===== config.mk =====
export PLATFORM = sky130hd
export DESIGN_NAME = sliding_window_retransmit_tracker_top_flat
export DESIGN_NICKNAME = d
export VERILOG_FILES = /design/src/rtl/core/swt_pkg.sv /design/src/rtl/core/swt_ifs.sv /design/src/rtl/core/swt_ram.sv /design/src/rtl/core/swt_ctrl.sv /design/src/rtl/core/swt_dp.sv /design/src/rtl/core/sliding_window_retransmit_tracker_top.sv /design/src/flat_wrapper.sv
export SDC_FILE = /design/constraint.sdc
export NUM_CORES = 2
export LEC_CHECK = 0
export ABC_AREA = 1
export BUFFER_PORTS_ARGS = -buffer_cell sky130_fd_sc_hd__buf_2
export CAP_MARGIN = 25
export CORE_ASPECT_RATIO = 0.7
export CORE_MARGIN = 2
export CORE_UTILIZATION = 55
export CTS_BUF_LIST = sky130_fd_sc_hd__clkbuf_8 sky130_fd_sc_hd__clkbuf_16
export DETAILED_ROUTE_END_ITERATION = 10
export PLACE_DENSITY = 0.69
export SETUP_SLACK_MARGIN = 0.2
export SYNTH_ARGS = -nofsm -noshare
export SYNTH_HDL_FRONTEND = slang
export SYNTH_HIERARCHICAL = 1
export SYNTH_SLANG_ARGS = --single-unit

===== constraint.sdc =====
create_clock -name clk -period 9.6 [get_ports clk]
set_input_delay 1.92 -clock clk [delete_from_list [all_inputs] [get_ports clk]]
set_output_delay 1.92 -clock clk [all_outputs]
set_load 0.02 [all_outputs]

===== src/rtl/core/swt_pkg.sv =====
package swt_pkg;

  // input function codes
  localparam logic [1:0] FUNC_SEND = 2'd0;
  localparam logic [1:0] FUNC_ACK  = 2'd1;
  localparam logic [1:0] FUNC_TICK = 2'd2;
  localparam logic [1:0] FUNC_NOP  = 2'd3;

  // result kinds
  localparam logic [1:0] KIND_SEND = 2'd0;
  localparam logic [1:0] KIND_ACK  = 2'd1;
  localparam logic [1:0] KIND_RETX = 2'd2;

  // result status codes
  localparam logic [1:0] STAT_OK   = 2'd0;
  localparam logic [1:0] STAT_FULL = 2'd1;
  localparam logic [1:0] STAT_ZERO = 2'd2;

  // segment length clamp and retransmit limit per tick
  localparam int unsigned MAX_SEGMENT = 4095;
  localparam int unsigned MAX_RESULTS = 8;
  localparam int unsigned RTX_W       = 4;

  localparam logic [31:0] TIMEOUT_RESET = 32'd1000;

  typedef struct packed {
    logic [1:0]  func;
    logic [11:0] segment_length;
    logic [31:0] ack_number;
  } item_t;

  typedef struct packed {
    logic [1:0]  kind;
    logic [1:0]  status;
    logic [2:0]  slot_index;
    logic [31:0] seq_start;
    logic [31:0] window_base;
    logic [3:0]  busy_slots;
    logic        outstanding;
    logic        last;
  } result_t;

  // which result the datapath loads into the output register
  typedef enum logic [2:0] {
    EMIT_NONE,
    EMIT_SEND,
    EMIT_FULL,
    EMIT_ZERO,
    EMIT_ACK,
    EMIT_HOLD_MID,
    EMIT_HOLD_LAST
  } emit_t;

  // controller to datapath
  typedef struct packed {
    logic  latch;
    logic  adv;
    logic  idx_clr;
    logic  alloc;
    logic  free_slot;
    logic  restamp;
    emit_t emit;
  } cmd_t;

  // datapath to controller
  typedef struct packed {
    logic [1:0] op;
    logic       slot_busy;
    logic       len_zero;
    logic       acked;
    logic       due;
    logic       hold_valid;
    logic       idx_last;
    logic       out_free;
  } stat_t;

endpackage


===== src/rtl/core/swt_ifs.sv =====
// input item channel
interface swt_item_if;
  import swt_pkg::*;
  logic  valid;
  logic  ready;
  item_t data;
  modport source (output valid, output data, input ready);
  modport sink (input valid, input data, output ready);
endinterface

// result channel
interface swt_result_if;
  import swt_pkg::*;
  logic    valid;
  logic    ready;
  result_t data;
  modport source (output valid, output data, input ready);
  modport sink (input valid, input data, output ready);
endinterface

// timeout register write channel
interface swt_cfg_if;
  logic        valid;
  logic        ready;
  logic [31:0] data;
  modport source (output valid, output data, input ready);
  modport sink (input valid, input data, output ready);
endinterface


===== src/rtl/core/swt_ram.sv =====
module swt_ram #(
  parameter int unsigned WIDTH = 32,
  parameter int unsigned DEPTH = 8,
  parameter int unsigned AW    = (DEPTH > 1) ? $clog2(DEPTH) : 1
) (
  input  logic             clk,
  input  logic             we,
  input  logic [AW-1:0]    waddr,
  input  logic [WIDTH-1:0] wdata,
  input  logic [AW-1:0]    raddr,
  output logic [WIDTH-1:0] rdata
);

  logic [WIDTH-1:0] mem [DEPTH];

  // one write port, registered read port
  always_ff @(posedge clk) begin
    if (we) begin
      mem[waddr] <= wdata;
    end
    rdata <= mem[raddr];
  end

endmodule


===== src/rtl/core/swt_ctrl.sv =====
module swt_ctrl (
  input  logic           clk,
  input  logic           rst,
  input  logic           in_valid,
  input  logic [1:0]     in_func,
  output logic           in_ready,
  input  swt_pkg::stat_t stat,
  output swt_pkg::cmd_t  cmd
);
  import swt_pkg::*;

  typedef enum logic [1:0] {
    IDLE,
    SCAN,
    FLUSH
  } state_t;

  state_t state;
  state_t state_next;

  always_ff @(posedge clk) begin
    if (rst) begin
      state <= IDLE;
    end else begin
      state <= state_next;
    end
  end

  // per-slot decisions
  always_comb begin
    cmd        = '0;
    cmd.emit   = EMIT_NONE;
    state_next = state;
    in_ready   = 1'b0;
    unique case (state)
      IDLE: begin
        in_ready = 1'b1;
        if (in_valid) begin
          cmd.latch = 1'b1;
          if (in_func != FUNC_NOP) begin
            state_next = SCAN;
          end
        end
      end
      SCAN: begin
        case (stat.op)
          FUNC_SEND: begin
            if (!stat.slot_busy) begin
              // lowest free slot found
              if (stat.out_free) begin
                cmd.emit    = stat.len_zero ? EMIT_ZERO : EMIT_SEND;
                cmd.alloc   = !stat.len_zero;
                cmd.idx_clr = 1'b1;
                state_next  = IDLE;
              end
            end else if (stat.idx_last) begin
              // window full
              if (stat.out_free) begin
                cmd.emit    = EMIT_FULL;
                cmd.idx_clr = 1'b1;
                state_next  = IDLE;
              end
            end else begin
              cmd.adv = 1'b1;
            end
          end
          FUNC_ACK: begin
            if (stat.idx_last) begin
              if (stat.out_free) begin
                cmd.free_slot = stat.acked;
                cmd.emit      = EMIT_ACK;
                cmd.idx_clr   = 1'b1;
                state_next    = IDLE;
              end
            end else begin
              cmd.free_slot = stat.acked;
              cmd.adv       = 1'b1;
            end
          end
          FUNC_TICK: begin
            // a due slot pushes the held retransmit out first
            if (!(stat.due && stat.hold_valid && !stat.out_free)) begin
              if (stat.due) begin
                cmd.restamp = 1'b1;
                if (stat.hold_valid) begin
                  cmd.emit = EMIT_HOLD_MID;
                end
              end
              if (stat.idx_last) begin
                state_next = FLUSH;
              end else begin
                cmd.adv = 1'b1;
              end
            end
          end
          default: begin
            cmd.idx_clr = 1'b1;
            state_next  = IDLE;
          end
        endcase
      end
      FLUSH: begin
        // final retransmit of the tick carries last
        if (!stat.hold_valid) begin
          cmd.idx_clr = 1'b1;
          state_next  = IDLE;
        end else if (stat.out_free) begin
          cmd.emit    = EMIT_HOLD_LAST;
          cmd.idx_clr = 1'b1;
          state_next  = IDLE;
        end
      end
      default: begin
        state_next = IDLE;
      end
    endcase
  end

endmodule


===== src/rtl/core/swt_dp.sv =====
module swt_dp #(
  parameter int unsigned WINDOW_SLOTS = 8
) (
  input  logic             clk,
  input  logic             rst,
  input  swt_pkg::item_t   in_data,
  input  logic             cfg_valid,
  input  logic [31:0]      cfg_data,
  output logic             out_valid,
  input  logic             out_ready,
  output swt_pkg::result_t out_data,
  input  swt_pkg::cmd_t    cmd,
  output swt_pkg::stat_t   stat
);
  import swt_pkg::*;

  localparam int unsigned IDX_W = (WINDOW_SLOTS > 1) ? $clog2(WINDOW_SLOTS) : 1;
  localparam int unsigned CNT_W = $clog2(WINDOW_SLOTS + 1);

  // latched item
  logic [1:0]        op_func;
  logic [11:0]       len_r;
  logic [31:0]       ack_r;
  logic              raise_r;

  // window state
  logic [31:0]       base;
  logic [31:0]       next;
  logic [31:0]       tick;
  logic [31:0]       timeout;
  logic [WINDOW_SLOTS-1:0] busy;
  logic [CNT_W-1:0]  cnt;

  // scan state
  logic [IDX_W-1:0]  idx;
  logic              hold_valid;
  logic [IDX_W-1:0]  hold_slot;
  logic [31:0]       hold_seq;
  logic [RTX_W-1:0]  rtx_n;

  // slot storage read data
  logic [63:0]       seq_rd;
  logic [31:0]       time_rd;
  logic [31:0]       seq_start_rd;
  logic [31:0]       seq_end_rd;
  logic [IDX_W-1:0]  rd_addr;
  logic              time_we;
  logic [11:0]       len_clamped;

  logic [31:0]       age;
  logic [31:0]       base_next;
  logic [31:0]       next_next;
  logic [CNT_W-1:0]  cnt_next;
  logic [31:0]       cnt_ext;
  logic [31:0]       idx_ext;
  logic [31:0]       hold_ext;
  result_t           res;

  assign seq_start_rd = seq_rd[31:0];
  assign seq_end_rd   = seq_rd[63:32];
  assign len_clamped  = (32'(in_data.segment_length) > MAX_SEGMENT) ?
                        12'(MAX_SEGMENT) : in_data.segment_length;

  // read address runs one slot ahead of the scan index
  assign rd_addr = cmd.idx_clr ? '0 : (cmd.adv ? idx + IDX_W'(1) : idx);
  assign time_we = cmd.alloc || cmd.restamp;

  swt_ram #(.WIDTH(64), .DEPTH(WINDOW_SLOTS)) u_seq_ram (
    .clk   (clk),
    .we    (cmd.alloc),
    .waddr (idx),
    .wdata ({next + 32'(len_r), next}),
    .raddr (rd_addr),
    .rdata (seq_rd)
  );

  swt_ram #(.WIDTH(32), .DEPTH(WINDOW_SLOTS)) u_time_ram (
    .clk   (clk),
    .we    (time_we),
    .waddr (idx),
    .wdata (tick),
    .raddr (rd_addr),
    .rdata (time_rd)
  );

  // status toward the controller
  assign age = tick - time_rd;
  always_comb begin
    stat            = '0;
    stat.op         = op_func;
    stat.slot_busy  = busy[idx];
    stat.len_zero   = (len_r == '0);
    stat.acked      = raise_r && busy[idx] && (seq_end_rd <= ack_r);
    stat.due        = busy[idx] && (age >= timeout) && (rtx_n < RTX_W'(MAX_RESULTS));
    stat.hold_valid = hold_valid;
    stat.idx_last   = (idx == IDX_W'(WINDOW_SLOTS - 1));
    stat.out_free   = !out_valid || out_ready;
  end

  // state after this cycle, as shown in the result
  assign base_next = (cmd.emit == EMIT_ACK && raise_r) ? ack_r : base;
  assign next_next = cmd.alloc ? next + 32'(len_r) : next;
  assign cnt_next  = cnt + CNT_W'(cmd.alloc) - CNT_W'(cmd.free_slot);
  assign cnt_ext   = 32'(cnt_next);
  assign idx_ext   = 32'(idx);
  assign hold_ext  = 32'(hold_slot);

  // result payload
  always_comb begin
    res             = '0;
    res.window_base = base_next;
    res.busy_slots  = cnt_ext[3:0];
    res.outstanding = (base_next < next_next);
    res.last        = 1'b1;
    unique case (cmd.emit) inside
      EMIT_SEND: begin
        res.kind       = KIND_SEND;
        res.status     = STAT_OK;
        res.slot_index = idx_ext[2:0];
        res.seq_start  = next;
      end
      EMIT_FULL: begin
        res.kind      = KIND_SEND;
        res.status    = STAT_FULL;
        res.seq_start = next;
      end
      EMIT_ZERO: begin
        res.kind      = KIND_SEND;
        res.status    = STAT_ZERO;
        res.seq_start = next;
      end
      EMIT_ACK: begin
        res.kind = KIND_ACK;
      end
      EMIT_HOLD_MID, EMIT_HOLD_LAST: begin
        res.kind       = KIND_RETX;
        res.slot_index = hold_ext[2:0];
        res.seq_start  = hold_seq;
        res.last       = (cmd.emit == EMIT_HOLD_LAST);
      end
      default: begin
        res.kind = KIND_SEND;
      end
    endcase
  end

  // control registers
  always_ff @(posedge clk) begin
    if (rst) begin
      base       <= '0;
      next       <= '0;
      tick       <= '0;
      timeout    <= TIMEOUT_RESET;
      busy       <= '0;
      cnt        <= '0;
      idx        <= '0;
      hold_valid <= 1'b0;
      rtx_n      <= '0;
      out_valid  <= 1'b0;
      op_func    <= FUNC_NOP;
    end else begin
      if (cfg_valid) begin
        timeout <= cfg_data;
      end
      if (cmd.latch) begin
        op_func    <= in_data.func;
        hold_valid <= 1'b0;
        rtx_n      <= '0;
        if (in_data.func == FUNC_TICK) begin
          tick <= tick + 32'd1;
        end
      end
      if (cmd.idx_clr) begin
        idx <= '0;
      end else if (cmd.adv) begin
        idx <= idx + IDX_W'(1);
      end
      if (cmd.alloc) begin
        busy[idx] <= 1'b1;
      end
      if (cmd.free_slot) begin
        busy[idx] <= 1'b0;
      end
      cnt  <= cnt_next;
      next <= next_next;
      base <= base_next;
      if (cmd.restamp) begin
        hold_valid <= 1'b1;
        rtx_n      <= rtx_n + RTX_W'(1);
      end else if (cmd.emit == EMIT_HOLD_LAST) begin
        hold_valid <= 1'b0;
      end
      // output register
      if (cmd.emit != EMIT_NONE) begin
        out_valid <= 1'b1;
      end else if (out_ready) begin
        out_valid <= 1'b0;
      end
    end
  end

  // payload registers
  always_ff @(posedge clk) begin
    if (cmd.latch) begin
      len_r   <= len_clamped;
      ack_r   <= in_data.ack_number;
      raise_r <= (in_data.ack_number > base);
    end
    if (cmd.restamp) begin
      hold_slot <= idx;
      hold_seq  <= seq_start_rd;
    end
    if (cmd.emit != EMIT_NONE) begin
      out_data <= res;
    end
  end

endmodule


===== src/rtl/core/sliding_window_retransmit_tracker_top.sv =====
// Sender-side window tracker for a sliding-window ARQ link.
// items: one transfer per command: send (segment_length), cumulative ack
//   (ack_number) or timer tick. results: send responses, ack responses and
//   retransmit requests; last marks the final result of a command.
// cfg: writes the retransmit timeout in ticks, taken at once (ready is
//   always high); write only while no command is in progress.
// Every real command walks the slots one per cycle, limited by the
//   single read port of the slot tables; the walk holds only while a result
//   is due and the output register is still full. A send stops at the lowest
//   free slot (the last when full); an ack and a tick walk every slot, and a
//   tick gives up to 8 retransmits. An unused function code gives no result.
// items.ready is high only between commands, so one command is in work at a
//   time. A finished result sits in an output register; a stalled receiver
//   holds the scan only when another result is due, and the next command is
//   taken while the last result still waits.
// Reset (rst, synchronous) frees all slots, clears base, next sequence and
//   tick count, sets the timeout to 1000 and drops results.valid.
module sliding_window_retransmit_tracker_top #(
  parameter int unsigned WINDOW_SLOTS = 8
) (
  input logic          clk,
  input logic          rst,
  swt_item_if.sink     items,
  swt_result_if.source results,
  swt_cfg_if.sink      cfg
);
  import swt_pkg::*;

  cmd_t  cmd;
  stat_t stat;

  assign cfg.ready = 1'b1;

  swt_ctrl u_ctrl (
    .clk      (clk),
    .rst      (rst),
    .in_valid (items.valid),
    .in_func  (items.data.func),
    .in_ready (items.ready),
    .stat     (stat),
    .cmd      (cmd)
  );

  swt_dp #(.WINDOW_SLOTS(WINDOW_SLOTS)) u_dp (
    .clk       (clk),
    .rst       (rst),
    .in_data   (items.data),
    .cfg_valid (cfg.valid),
    .cfg_data  (cfg.data),
    .out_valid (results.valid),
    .out_ready (results.ready),
    .out_data  (results.data),
    .cmd       (cmd),
    .stat      (stat)
  );

endmodule


===== src/flat_wrapper.sv =====
// flat-port wrapper written by rule: the top's interface ports become plain ports
module sliding_window_retransmit_tracker_top_flat import swt_pkg::*;
#(
  parameter int unsigned WINDOW_SLOTS = 8
)
  (clk, rst, items_valid, items_data, items_ready, results_valid, results_data, results_ready, cfg_valid, cfg_data, cfg_ready);
  swt_item_if items_i ();
  swt_result_if results_i ();
  swt_cfg_if cfg_i ();
  input logic clk;
  input logic rst;
  input wire logic [$bits(items_i.valid)-1:0] items_valid;
  input wire logic [$bits(items_i.data)-1:0] items_data;
  output wire logic [$bits(items_i.ready)-1:0] items_ready;
  output wire logic [$bits(results_i.valid)-1:0] results_valid;
  output wire logic [$bits(results_i.data)-1:0] results_data;
  input wire logic [$bits(results_i.ready)-1:0] results_ready;
  input wire logic [$bits(cfg_i.valid)-1:0] cfg_valid;
  input wire logic [$bits(cfg_i.data)-1:0] cfg_data;
  output wire logic [$bits(cfg_i.ready)-1:0] cfg_ready;
  assign items_i.valid = items_valid;
  assign items_i.data = items_data;
  assign items_ready = items_i.ready;
  assign results_valid = results_i.valid;
  assign results_data = results_i.data;
  assign results_i.ready = results_ready;
  assign cfg_i.valid = cfg_valid;
  assign cfg_i.data = cfg_data;
  assign cfg_ready = cfg_i.ready;
  sliding_window_retransmit_tracker_top #(.WINDOW_SLOTS(WINDOW_SLOTS)) u_core (.clk(clk), .rst(rst), .items(items_i), .results(results_i), .cfg(cfg_i));
endmodule

After elaboration in Yosys (flattened, before gate mapping)
Memory sizes are Yosys's and may differ from the RTL's. A register that Yosys moved wholly into a read port is not among the register bits. Cells that the tools add are included.

$add $sub $neg: 7. $lt $le $gt $ge: 7. Equal/unequal tests: 17. Mux-type cells: 72. Bitwise operators: 3. Reduce and logical (&&, ||, !) cells: 24.

Operators by type and width (count): 32-bit 2-to-1 mux (2); 32-bit case mux with 2 select lines (1); 32-bit by 1-bit adder with 32-bit output (second input constant) (1); 32-bit by 12-bit adder with 32-bit output (1); 32-bit >= comparator (1); 32-bit greater-than comparator (1); 32-bit less-or-equal comparator (1); 32-bit less-than comparator (1); 32-bit subtractor (1); 1-bit 2-to-1 mux (28); 2-bit 2-to-1 mux (14); 3-bit 2-to-1 mux (8); 8-bit 2-to-1 mux (3); 4-bit 2-to-1 mux (4); 3-bit == test (second input constant) (4); 12-bit zero test (1); 2-bit case mux with 3 select lines (2); 3-bit case mux with 2 select lines (2); 3-bit case mux with 3 select lines (1); 8-bit bitwise AND (1); 1-bit logical AND (8); 8-bit inverter (1); 8-bit OR (1); 2-bit case mux with 2 select lines (2); other kinds (27) (40).

Register bits after elaboration: 310. Bits in writable memories: 768. Output and inout port bits: 80. Word-level logic and storage cells: 157. Memories kept: 2.

Memories: u_core.u_dp.u_seq_ram.mem (depth 8, width 64, rd ports 1, clocked after memory_dff 1, wr ports 1, RTL line swt_ram.sv:14) `logic [WIDTH-1:0] mem [DEPTH];`; u_core.u_dp.u_time_ram.mem (depth 8, width 32, rd ports 1, clocked after memory_dff 1, wr ports 1, RTL line swt_ram.sv:14).

Logic depth before layout (Yosys ltp)
Depth after elaboration: 13. Gate-level depth with buffers: 43. Depth with buffers taken out: 41.

By module
The synthesis kept the hierarchy.

By module, submodules not included: swt_ram (u_core.u_dp.u_seq_ram) (times used 1, cells an instance 2294, area each 23657.7 um^2); swt_dp (times used 1, cells an instance 2120, area each 17695.7 um^2); swt_ram (u_core.u_dp.u_time_ram) (times used 1, cells an instance 1156, area each 11872.6 um^2); swt_ctrl (times used 1, cells an instance 77, area each 416.6 um^2); sliding_window_retransmit_tracker_top (times used 1, cells an instance 2, area each 11.3 um^2).

Least setup slack after synthesis
Ideal clock, no wire load.

Path kind: register to register. From: register u_core.u_dp.tick[0]. To: memory u_core.u_dp.u_time_ram.mem[2][0] (netlist: u_core/u_dp/u_time_ram/mem[1][0]) (enable). Data arrival time: 6.673 ns. Setup slack: 2.506 ns. Cell stages (with the launch flop): 29. Buffers on the path: 0. Clock period less this slack: 7.094 ns. Cells stage by stage: dfxtp_1 inv_1 ha_1 inv_1 fa_1 nand3_1 nand2_1 a21oi_1 o21bai_1 a21o_1 nand3_1 nand2_1 nand2_1 nand2_1 ha_1 nand4_1 inv_1 nand2_1 nor4_1 nand4_1 nand3_1 nand3b_1 inv_1 nand2_1 nor2_1 inv_1 nand2_1 nand2_1 nor2_1.

RTL lines: start: declaration (RTL line swt_dp.sv:29) `logic [31:0] tick;`; start signal: assignment (RTL line swt_dp.sv:170) `tick <= tick + 32'd1;`; end: declaration (RTL line swt_ram.sv:14).

==> results.yml <==
clock_tree:
  htreeDepth: 3
  cts_setup_buffers: 0
  cts_buffers: 110
  clock_sinks: 1174
  cts_root_buffer: "clkbuf_16"
  cts_tree: "built"
  cts_resized: 0
  clkLatencyLatePin_ps: 720
  clk_pin_slew_ps: 60
  cts_buffer_depth: 3
  cts_hold_buf: 0
logic_synthesis:
  synth_cells: 5649
  yosys_warnings: 6
  synth_edf_count: 925
  synth_top_area_share_pct: 51.8
  ys_async_sr_fraction_pct: 0
  syn_avg_cell_area_um2: 9.50
  synth_ff_type: "edfxtp_1"
  syn_area_mm2: 0.0537
  synth_cell_type_count: 57
  synth-seq-cells: 1174
  synth_area_leaders: "edfxtp_1, nand2_1, dfxtp_1, inv_1, nand3_1"
  yosysTopAreaCell: "edfxtp_1"
  ys_seq_area_share_pct: 61.1
  syn_nets: 5917
power:
  finalPower_uw: 11000
  ir_drop_mv: 0.178
  power_leakage_uw: 0.0270
  power_density_mw_per_mm2: 185
sta:
  fmaxAchievable_mhz: 134
  fin_skew_ps: 30.5
  setup_tns_ps: 0
  setup_viol: 0
  max_slew_margin_pct: 25.8
  finalHoldViolCount: 0
  rsz0062_at_grt: "false"
  tightestPinTransition_ps: 1100
  maxSlewViolCount: 0
  period_share_pct: 77.5
  period_needed_ps: 7440
worst_setup_path:
  path_class: "reg2reg"
  crit_path_start_kind: "flop"
  slowest_delay_ps: 660
  crit_top_cell: "nand2_1"
  cp_slowest_cell: "buf_12"
  critPathCaptureType: "flop"
  reg2regPathDepth: 35
  required_ps: 10240
  cp.arrival_ps: 8080
  crit_fanout: 182
grt:
  grt_pass1_wl_mm: 206
  grt_overflow_total: 0
  grt_max_degree: 205
  antenna_found_initial: 9
  grt_pass1_vias: 34700
  grt_use_total_pct: 27.2
outcome:
  status: "complete, no violations"
floorplan:
  initial_core_util_pct: 55.7
  rows: 95
  io_pins: 163
  dieArea_mm2: 0.100
  coreArea_mm2: 0.0963
  dieHeight_um: 265
  die_w_um: 377
routing:
  route.met3.wl_mm: 15.3
  ant_nets: 0
  drt_iter0_drc: 4498
  first_pass_iters: 6
  drc_errors: 0
  m1WireLength_mm: 63.1
  wl_met2_mm: 55.9
  via_per_inst: 5.33
  wire_per_inst_um: 19.2
  highest_layer: "met5"
  vias: 38100
  wl_mm: 137
cells_and_area:
  final_common_cell: "nand2_1"
  diodes: 0
  final_cell_mix: "nand2_1, inv_1, edfxtp_1, nand3_1, dfxtp_1"
  synthToLayoutAreaGrowth_pct: 10.4
  drive_above_1_share_pct: 8.03
  nNetsFinal: 6049
  layout.cells.non_filler: 7138
placed_design:
  place.gp.congestion: 0.991
  dp_cells: 6924
  port-buffer-count: 161
  hpwl_mm: 85.3
min_path:
  min_path_type: "reg2reg"
  hold_depth: 0
run:
  drv_cap: 0
==> report_power, final <==
group          total, uW  leakage (uW)  switching [uW]  internal, uW
logic                975        0.0146             682           293
registers           5650        0.0105            69.7          5580
clock network       4360       0.00189            1920          2440
total              11000        0.0270            2680          8310
==> cells by family (layout without fill, tap and decap cells) <==
logic type      after synthesis  count (layout)  share of synthesized area (%)
simple gates               2442            2442                           18.8
buf+inv                    1325            1553                           9.98
flops                      1174            1174                           61.1
compound gates              467             467                           4.90
fa+ha+maj                   185             185                           4.36
xor+xnor                     55              55                          0.912
other cells                   1               1                        0.00699
==> Yosys cell counts, types with 8 or more instances <==
| cell | number |
|---|---|
| nand2_1 | 1679 |
| buf_6 | 25 |
| nor2_2 | 10 |
| nand3_1 | 462 |
| clkbuf_1 | 54 |
| inv_1 | 1122 |
| o21ai_0 | 140 |
| xnor2_1 | 15 |
| buf_2 | 78 |
| edfxtp_1 | 925 |
| nand4_1 | 33 |
| o21ai_2 | 8 |
| a21oi_1 | 208 |
| buf_1 | 12 |
| ha_1 | 182 |
| nand2_2 | 12 |
| nor2_1 | 171 |
| nor3_1 | 43 |
| a31oi_1 | 10 |
| o21a_1 | 8 |
| a21o_1 | 8 |
| o211ai_1 | 8 |
| o21ai_1 | 14 |
| a211oi_1 | 38 |
| buf_4 | 25 |
| nor4_1 | 10 |
| dfxtp_1 | 249 |
| xor2_1 | 39 |
==> worst paths after layout <==
path                            slack (ps)                                 endpoint                                    from
worst max-delay path                  2160  u_core/u_dp/u_seq_ram/rdata[13]$_DFF_P_        u_core/u_dp/tick[8]$_SDFFE_PP0P_
worst min-delay path                   400        u_core/u_dp/hold_seq[6]$_DFFE_PP_  u_core/u_dp/u_seq_ram/rdata[6]$_DFF_P_
worst max register to register        2160  u_core/u_dp/u_seq_ram/rdata[13]$_DFF_P_        u_core/u_dp/tick[8]$_SDFFE_PP0P_
worst min register to register         400        u_core/u_dp/hold_seq[6]$_DFFE_PP_  u_core/u_dp/u_seq_ram/rdata[6]$_DFF_P_
==> area by class of cell <==
class                      count  area [um2]
clock buffer                 124        2970
clock inverter                84         681
fill                        7830       37000
inverter                    1129        4250
multi-input combinational   3150       15700
sequential                  1174       32800
tap                         1261        1580
timing repair buffer         216        1340
==> metal layers <==
layer | up-vias | track usage, %
met1 | 17700 | 43.4
li1 | 18400 | -
met5 | - | 0
met4 | 12 | 5.44
met2 | 1757 | 38.2
met3 | 195 | 5.50
==> state kept, by name (all words and copies together) (netlist names), 32 cells and up <==
name / count
u_core/u_dp/base: 32
u_core/u_dp/tick: 32
u_core/u_dp/next: 32
u_core/u_dp/hold_seq: 32
u_core/u_dp/out_data: 77
u_core/u_dp/timeout: 32
u_core/u_dp/u_seq_ram/mem: 512
u_core/u_dp/u_time_ram/rdata: 32
u_core/u_dp/u_time_ram/mem: 256
u_core/u_dp/ack_r: 32
u_core/u_dp/u_seq_ram/rdata: 64
==> metrics by stage <==
step                      hold slack, ps  area (um2)  worst slack (ps)  utilization, %
after floorplan                      386       53700              2510               -
after global placement               386       55500              2470            57.6
after detailed placement             389       55500              2350            57.7
after CTS                            403       59200              2340            61.5
after global routing                 409       59300              1470            61.5
final                                404       59300              2160            61.5
==> worst max-delay path, delay by kind of cell (launching register included) <==
kind / cells / cell delay (ps)
adders and majority gates: 2 / 660
buffers and inverters: 7 / 1970
and+or+nand+nor: 20 / 2550
AOI/OAI and AO/OA: 6 / 1370
DFF: 1 / 580
Note: power is estimated with default switching activity, not from simulation.
